**config.mk**
```make
export PLATFORM = sky130hd
export DESIGN_NAME = execution_breakpoint_table
export DESIGN_NICKNAME = d
export VERILOG_FILES = /design/src/sv/ebt_pkg.sv /design/src/sv/execution_breakpoint_table.sv /design/src/sv/ebt_ram.sv /design/src/sv/ebt_ctrl.sv /design/src/sv/ebt_dp.sv
export SDC_FILE = /design/constraint.sdc
export NUM_CORES = 1
export LEC_CHECK = 0
export ABC_AREA = 1
export BUFFER_PORTS_ARGS = -buffer_cell sky130_fd_sc_hd__buf_2
export CAP_MARGIN = 15
export CORE_ASPECT_RATIO = 1.1
export CORE_MARGIN = 2
export CORE_UTILIZATION = 45
export DETAILED_ROUTE_END_ITERATION = 6
export PLACE_DENSITY = 0.64
export SYNTH_ARGS = -nofsm -noshare
export SYNTH_HDL_FRONTEND = slang
export SYNTH_SLANG_ARGS = --single-unit
```
**constraint.sdc**
```tcl
create_clock -name clk_i -period 6.65 [get_ports clk_i]
set_input_delay 0.665 -clock clk_i [delete_from_list [all_inputs] [get_ports clk_i]]
set_output_delay 0.665 -clock clk_i [all_outputs]
set_load 0.01 [all_outputs]
```
**src/sv/ebt_pkg.sv**
```systemverilog
// Shared types for the execution breakpoint table.
// Request codes, controller states and the controller/datapath handshake structs.
`default_nettype none

package ebt_pkg;

  localparam int unsigned AddrW = 64;
  localparam int unsigned SlotW = 4;

  typedef enum logic [1:0] {
    REQ_CHECK  = 2'd0,
    REQ_INSERT = 2'd1,
    REQ_REMOVE = 2'd2
  } req_e;

  typedef enum logic [1:0] {
    ST_IDLE,
    ST_READ,
    ST_CMP,
    ST_FINISH
  } state_e;

  typedef struct packed {
    logic load;      // latch request, reset slot index
    logic read;      // issue table read at current index
    logic step;      // advance slot index
    logic hit;       // commit hit at current index
    logic miss;      // record no-hit result
    logic out_load;  // move result into output register
  } cmd_t;

  typedef struct packed {
    logic valid_req;  // latched request code is one of the known ones
    logic addr_zero;  // latched address is zero
    logic match;      // current slot satisfies the search
    logic last;       // current index is the highest slot
    logic out_busy;   // output register holds an untaken result
  } status_t;

endpackage

`default_nettype wire

```
**src/sv/execution_breakpoint_table.sv**
```systemverilog
// Top level of the execution breakpoint table: controller plus datapath.
// Depends on ebt_pkg, ebt_ctrl, ebt_dp (and ebt_ram below it).
//
// Holds SLOT_COUNT breakpoint addresses in a single-port-read RAM with one
// occupancy bit per slot, cleared by reset. Each request (check pc, insert,
// remove) is handled by a sequencer that visits the slots from the lowest up,
// each slot with a RAM read, then a compare, and stops at the first hit.
// One request is in flight at a time. A request is rejected up front when its
// address is zero or its code unknown; otherwise the slot walk runs through
// the RAM read port. The result sits in an output register, so it may wait
// for the consumer while the next request is taken; slot reports the low 4
// bits of the slot number and is zero when nothing was found.
`default_nettype none

module execution_breakpoint_table
  import ebt_pkg::*;
#(
  parameter int unsigned SLOT_COUNT = 16
) (
  input  wire logic             clk_i,
  input  wire logic             rst_ni,
  input  wire logic             in_valid_i,
  output logic                  in_ready_o,
  input  wire logic [1:0]       req_type_i,
  input  wire logic [AddrW-1:0] address_i,
  output logic                  out_valid_o,
  input  wire logic             out_ready_i,
  output logic                  success_o,
  output logic [SlotW-1:0]      slot_o,
  output logic                  stop_at_breakpoint_o
);

  cmd_t    cmd;
  status_t status;

  ebt_ctrl u_ctrl (
    .clk_i     (clk_i),
    .rst_ni    (rst_ni),
    .in_valid_i(in_valid_i),
    .in_ready_o(in_ready_o),
    .status_i  (status),
    .cmd_o     (cmd)
  );

  ebt_dp #(
    .SLOT_COUNT(SLOT_COUNT)
  ) u_dp (
    .clk_i               (clk_i),
    .rst_ni              (rst_ni),
    .req_type_i          (req_type_i),
    .address_i           (address_i),
    .cmd_i               (cmd),
    .status_o            (status),
    .out_valid_o         (out_valid_o),
    .out_ready_i         (out_ready_i),
    .success_o           (success_o),
    .slot_o              (slot_o),
    .stop_at_breakpoint_o(stop_at_breakpoint_o)
  );

endmodule

`default_nettype wire

```
**src/sv/ebt_ram.sv**
```systemverilog
// Generic single-write, single-read RAM with registered read data.
// No dependencies.
`default_nettype none

module ebt_ram #(
  parameter int unsigned Width = 64,
  parameter int unsigned Depth = 16,
  localparam int unsigned AW = (Depth > 1) ? $clog2(Depth) : 1
) (
  input  wire logic             clk_i,
  input  wire logic             we_i,
  input  wire logic [AW-1:0]    waddr_i,
  input  wire logic [Width-1:0] wdata_i,
  input  wire logic             re_i,
  input  wire logic [AW-1:0]    raddr_i,
  output logic      [Width-1:0] rdata_o
);

  logic [Width-1:0] mem_q [Depth];

  always_ff @(posedge clk_i) begin
    if (we_i) begin
      mem_q[waddr_i] <= wdata_i;
    end
    if (re_i) begin
      rdata_o <= mem_q[raddr_i];
    end
  end

endmodule

`default_nettype wire

```
**src/sv/ebt_ctrl.sv**
```systemverilog
// Sequencer for the breakpoint table: walks the slots one at a time.
// Depends on ebt_pkg for states and command/status structs.
`default_nettype none

module ebt_ctrl
  import ebt_pkg::*;
(
  input  wire logic    clk_i,
  input  wire logic    rst_ni,
  input  wire logic    in_valid_i,
  output logic         in_ready_o,
  input  wire status_t status_i,
  output cmd_t         cmd_o
);

  state_e state_q, state_d;

  always_ff @(posedge clk_i or negedge rst_ni) begin
    if (!rst_ni) begin
      state_q <= ST_IDLE;
    end else begin
      state_q <= state_d;
    end
  end

  always_comb begin
    state_d    = state_q;
    cmd_o      = '0;
    in_ready_o = 1'b0;
    unique case (state_q)
      ST_IDLE: begin
        in_ready_o = 1'b1;
        if (in_valid_i) begin
          cmd_o.load = 1'b1;
          state_d    = ST_READ;
        end
      end
      ST_READ: begin
        // unknown codes and address zero never hit anything
        if (!status_i.valid_req || status_i.addr_zero) begin
          cmd_o.miss = 1'b1;
          state_d    = ST_FINISH;
        end else begin
          cmd_o.read = 1'b1;
          state_d    = ST_CMP;
        end
      end
      ST_CMP: begin
        priority if (status_i.match) begin
          cmd_o.hit = 1'b1;
          state_d   = ST_FINISH;
        end else if (status_i.last) begin
          cmd_o.miss = 1'b1;
          state_d    = ST_FINISH;
        end else begin
          cmd_o.step = 1'b1;
          state_d    = ST_READ;
        end
      end
      ST_FINISH: begin
        if (!status_i.out_busy) begin
          cmd_o.out_load = 1'b1;
          state_d        = ST_IDLE;
        end
      end
      default: state_d = ST_IDLE;
    endcase
  end

endmodule

`default_nettype wire

```
**src/sv/ebt_dp.sv**
```systemverilog
// Datapath: request latch, slot index, address RAM, occupancy bits, result
// and output registers. Depends on ebt_pkg and ebt_ram.
`default_nettype none

module ebt_dp
  import ebt_pkg::*;
#(
  parameter int unsigned SLOT_COUNT = 16
) (
  input  wire logic             clk_i,
  input  wire logic             rst_ni,
  input  wire logic [1:0]       req_type_i,
  input  wire logic [AddrW-1:0] address_i,
  input  wire cmd_t             cmd_i,
  output status_t               status_o,
  output logic                  out_valid_o,
  input  wire logic             out_ready_i,
  output logic                  success_o,
  output logic [SlotW-1:0]      slot_o,
  output logic                  stop_at_breakpoint_o
);

  localparam int unsigned IdxW = (SLOT_COUNT > 1) ? $clog2(SLOT_COUNT) : 1;
  localparam logic [IdxW-1:0] LastIdx = IdxW'(SLOT_COUNT - 1);

  logic [1:0]            req_q;
  logic [AddrW-1:0]      addr_q;
  logic [IdxW-1:0]       idx_q;
  logic [SLOT_COUNT-1:0] used_q;
  logic [AddrW-1:0]      rdata;
  logic                  res_hit_q;
  logic [IdxW-1:0]       res_idx_q;
  logic                  out_valid_q;
  req_e                  req;
  logic                  ram_we;

  assign req = req_e'(req_q);

  always_ff @(posedge clk_i) begin
    if (cmd_i.load) begin
      req_q  <= req_type_i;
      addr_q <= address_i;
    end
    if (cmd_i.hit) begin
      res_idx_q <= idx_q;
    end
  end

  always_ff @(posedge clk_i or negedge rst_ni) begin
    if (!rst_ni) begin
      idx_q     <= '0;
      used_q    <= '0;
      res_hit_q <= 1'b0;
    end else begin
      if (cmd_i.load) begin
        idx_q <= '0;
      end else if (cmd_i.step) begin
        idx_q <= idx_q + IdxW'(1);
      end
      if (cmd_i.hit) begin
        res_hit_q <= 1'b1;
        if (req == REQ_INSERT) begin
          used_q[idx_q] <= 1'b1;
        end else if (req == REQ_REMOVE) begin
          used_q[idx_q] <= 1'b0;
        end
      end else if (cmd_i.miss) begin
        res_hit_q <= 1'b0;
      end
    end
  end

  assign ram_we = cmd_i.hit && (req == REQ_INSERT);

  ebt_ram #(
    .Width(AddrW),
    .Depth(SLOT_COUNT)
  ) u_ram (
    .clk_i  (clk_i),
    .we_i   (ram_we),
    .waddr_i(idx_q),
    .wdata_i(addr_q),
    .re_i   (cmd_i.read),
    .raddr_i(idx_q),
    .rdata_o(rdata)
  );

  // Insert looks for a free slot; check and remove look for an occupied equal one.
  always_comb begin
    status_o.valid_req = 1'b0;
    status_o.match     = 1'b0;
    unique case (req)
      REQ_CHECK, REQ_REMOVE: begin
        status_o.valid_req = 1'b1;
        status_o.match     = used_q[idx_q] && (rdata == addr_q);
      end
      REQ_INSERT: begin
        status_o.valid_req = 1'b1;
        status_o.match     = !used_q[idx_q];
      end
      default: begin
        status_o.valid_req = 1'b0;
        status_o.match     = 1'b0;
      end
    endcase
    status_o.addr_zero = (addr_q == '0);
    status_o.last      = (idx_q == LastIdx);
    status_o.out_busy  = out_valid_q && !out_ready_i;
  end

  always_ff @(posedge clk_i or negedge rst_ni) begin
    if (!rst_ni) begin
      out_valid_q <= 1'b0;
    end else if (cmd_i.out_load) begin
      out_valid_q <= 1'b1;
    end else if (out_ready_i) begin
      out_valid_q <= 1'b0;
    end
  end

  always_ff @(posedge clk_i) begin
    if (cmd_i.out_load) begin
      success_o            <= res_hit_q;
      slot_o               <= res_hit_q ? SlotW'(res_idx_q) : '0;
      stop_at_breakpoint_o <= res_hit_q && (req == REQ_CHECK);
    end
  end

  assign out_valid_o = out_valid_q;

endmodule

`default_nettype wire
```
==> flow_summary.yaml <==
run_status:
  status: "finished, violations left"
  violations: "design-rule violations"
sta:
  hold_viol: 0
  min_period_ns: 4.54
  slew_headroom_pct: 21.2
  rsz0062_at_grt: "false"
  drv_slew: 0
  setup_tns_ns: 0
  tightest_slew_ns: 1.18
  finalClockSkew_ns: 0.0317
  period_share_pct: 68.3
  report.final.setup_viol: 0
  layout_setup_ws_ns: 2.11
  fmax_mhz: 220
critical_path:
  reg2reg_depth: 14
  cp.arrival_ns: 4.87
  crit_path_frequent_cell: "nand2_1"
  regToRegSetupSlack_ns: 2.11
  reg2reg_to: "u_dp.u_ram.mem_q[11][22]"
  cp-start-kind: "register"
  crit_path_end: "u_dp.u_ram.mem_q[11][22]"
  crit_type: "register to register"
  cp_cell_sequence: "buf_4 > nor2_1 > o21ai_0 > nand2_1 > nand2_1 > nand2_1 > nor2_2 > nand2_1 > nand2_2 > nand3_2 > inv_2 > nand2_4 > nor2_4 > buf_4"
  worstPathRequired_ns: 6.98
  critPathLaunch: "u_dp.idx_q[1]"
  r2r_start: "u_dp.idx_q[1]"
  endpoint_kind: "register"
  slowest_delay_ns: 0.83
  path_max_fanout: 90
  crit_slowest_cell: "buf_4"
routing:
  ant_nets: 0
  via_per_inst: 5.62
  drc: 1
  post_drt_wl_per_cell_um: 22.5
  drt_iter0_drc: 2992
  vias: 27900
  firstDrtPassIters: 7
  wl_mm: 112
final_layout:
  n_fill_cell: 8612
  stdcell_area_um2: 51900
  multi_input_area_um2: 9500
  final_net_count: 3573
  regArea_um2: 35600
  syn_to_final_growth_pct: 12.7
  drive_gt1_share_pct: 9.39
  n_antenna_cell: 0
placement:
  post_dp_cell_area_um2: 48100
  dp_slack_ns: 2.14
  port_buffers: 77
  gp_congestion: 0.795
  hpwlAfterDp_mm: 55.7
global_route:
  grt_pass1_vias: 27100
  grt_first_pass_wirelength_mm: 169
  grt_use_total_pct: 21.2
  grt_max_degree: 225
  antenna_found_initial: 5
  grt_overflow: 0
cts:
  clkTransAtPathRegs_ns: 0.06
  clock-sinks: 1188
  hold_buffers: 1
  cts_buffers: 114
  clockBufferDepth: 3
  cts_resized: 0
  root_buffer: "clkbuf_16"
  cts_setup_buffers: 0
  clk_latency_ns: 0.70
  cts_tree: "built"
  h-tree-depth: 3
power:
  p_per_area_nw_per_um2: 407
  vdd_drop_max_uv: 290
  leakage_uw: 0.0169
logic_synthesis:
  async_flop_share_pct: 2.02
  synth_edf_count: 1164
  synth_cells: 3434
  synth_area_leaders: "edfxtp_1 76%, o21ai_0 5.7%, nor2_1 5.0%"
  yosysMostFrequentCell: "edfxtp_1"
  syn-mean-instance-area_um2: 13.4
  seq_area_frac_synth_pct: 77.2
  ys.flop_type: "edfxtp_1"
  yosysUniqueCellTypes: 32
  ys_warn_count: 0
  synth_top_cells_by_count: "1164 x edfxtp_1, 612 x nor2_1, 523 x o21ai_0"
  synthesis.nets: 3516
  synth_top_area_share_pct: 75.9
  syn_area_um2: 46100
  yosys.area.top_type: "edfxtp_1"
  ys_seq_elements: 1188
floorplanning:
  dieWidth_um: 309
  top_level_ports: 78
  start_util_pct: 45.2
  placementRows: 123
  coreArea_um2: 102000
  die_y_um: 340
  dieArea_um2: 105000
hold_path:
  worstHoldPathType: "input port to register"
  worstHoldPathCells: 1
flow_run:
  maxCapViolCount: 0
per-stage QoR:
step / instances / power [µW] / util (%) / hold WS (ns)
2_1_floorplan: 3434 / 13000 / - / 0.369
3_3_place_gp: 4749 / 14700 / 47.3 / 0.477
3_5_place_dp: 4749 / 14700 / 47.3 / 0.474
4_1_cts: 4964 / 21200 / 50.9 / 0.0999
5_1_grt: 4964 / 22100 / 50.9 / 0.115
6_report: 4964 / 21100 / 50.9 / 0.143
cell usage in the layout (no fill, tap or decap), types with 2 or more instances in the layout:
cell and instances:
nand4_1 74, bufinv_16 13, inv_1 65, o21ai_1 16, buf_12 13, nand2_1 372
inv_6 3, clkinvlp_4 4, dfrtp_1 22, nor2_4 20, inv_4 3, nor2_1 602
dfrtp_4 2, nor4_1 7, clkinv_2 15, xor2_1 17, o21ai_0 523, a21oi_1 3
clkbuf_1 29, o22ai_1 257, clkbuf_16 117, nand3_1 21, xnor2_1 33, buf_2 77
clkinv_1 29, ha_1 12, nand3_2 2, inv_8 3, buf_4 57, edfxtp_1 1164
sequential cells by signal (all words and copies together), names as in the netlist, named ones only:
name / count
u_ctrl.state_q: 2
u_dp.addr_q: 64
u_dp.idx_q: 4
u_dp.out_valid_o: 1
u_dp.req: 2
u_dp.res_hit_q: 1
u_dp.res_idx_q: 4
u_dp.slot_o: 4
u_dp.stop_at_breakpoint_o: 1
u_dp.success_o: 1
u_dp.u_ram.mem_q: 1024
u_dp.u_ram.rdata_o: 64
layer usage:
layer	part of all wire (%)	global-route usage, %
met2	47	33.4
met5	0.038	0
met4	2.0	5.40
met3	7.8	3.50
met1	43	30.7
power breakdown:
part	total [µW]	internal [µW]	leakage (µW)	switching (µW)
sequential	9300	8920	0.0108	376
clock	6490	3730	0.00181	2760
combinational	5320	1530	0.00430	3780
total	21100	14200	0.0169	6920
worst min path at each step:
| stage | startpoint | endpoint | slack (ns) |
|---|---|---|---|
| after floorplan | rst_ni | async pin | 0.37 |
| after global placement | register | register | 0.48 |
| after CTS | address_i[63] | u_dp.addr_q[63] | 0.1 |
| after global routing | address_i[63] | u_dp.addr_q[63] | 0.12 |
| after detailed placement | register | register | 0.47 |
| final | address_i[62] | u_dp.addr_q[62] | 0.14 |
worst max-delay path, delay by kind of cell, from the launching register on:
kind | cells | cell delay, ns
AOI/OAI and AO/OA | 1 | 0.12
buffers and inverters | 3 | 1.48
DFF | 1 | 0.65
and+or+nand+nor | 10 | 1.79
logic make-up (layout without fill, tap and decap cells):
family,Yosys count,count (layout),synth area share [%]
AND/OR/NAND/NOR,1105,1105,9.67
buffers and inverters,278,433,2.46
adder cells (fa/ha/maj),12,12,0.326
flip-flops,1188,1188,77.2
XOR/XNOR,50,50,0.951
AO/OA/AOI/OAI,801,801,9.41
final cells by class:
cell class | instances | share of cell area, %
clock inverter | 68 | 1.34
inverter | 71 | 0.557
tap | 1375 | 3.32
multi-input combinational | 1968 | 18.3
timing repair buffer | 148 | 2.09
sequential | 1188 | 68.5
clock buffer | 146 | 5.85
(Power assumes the default switching activity.)
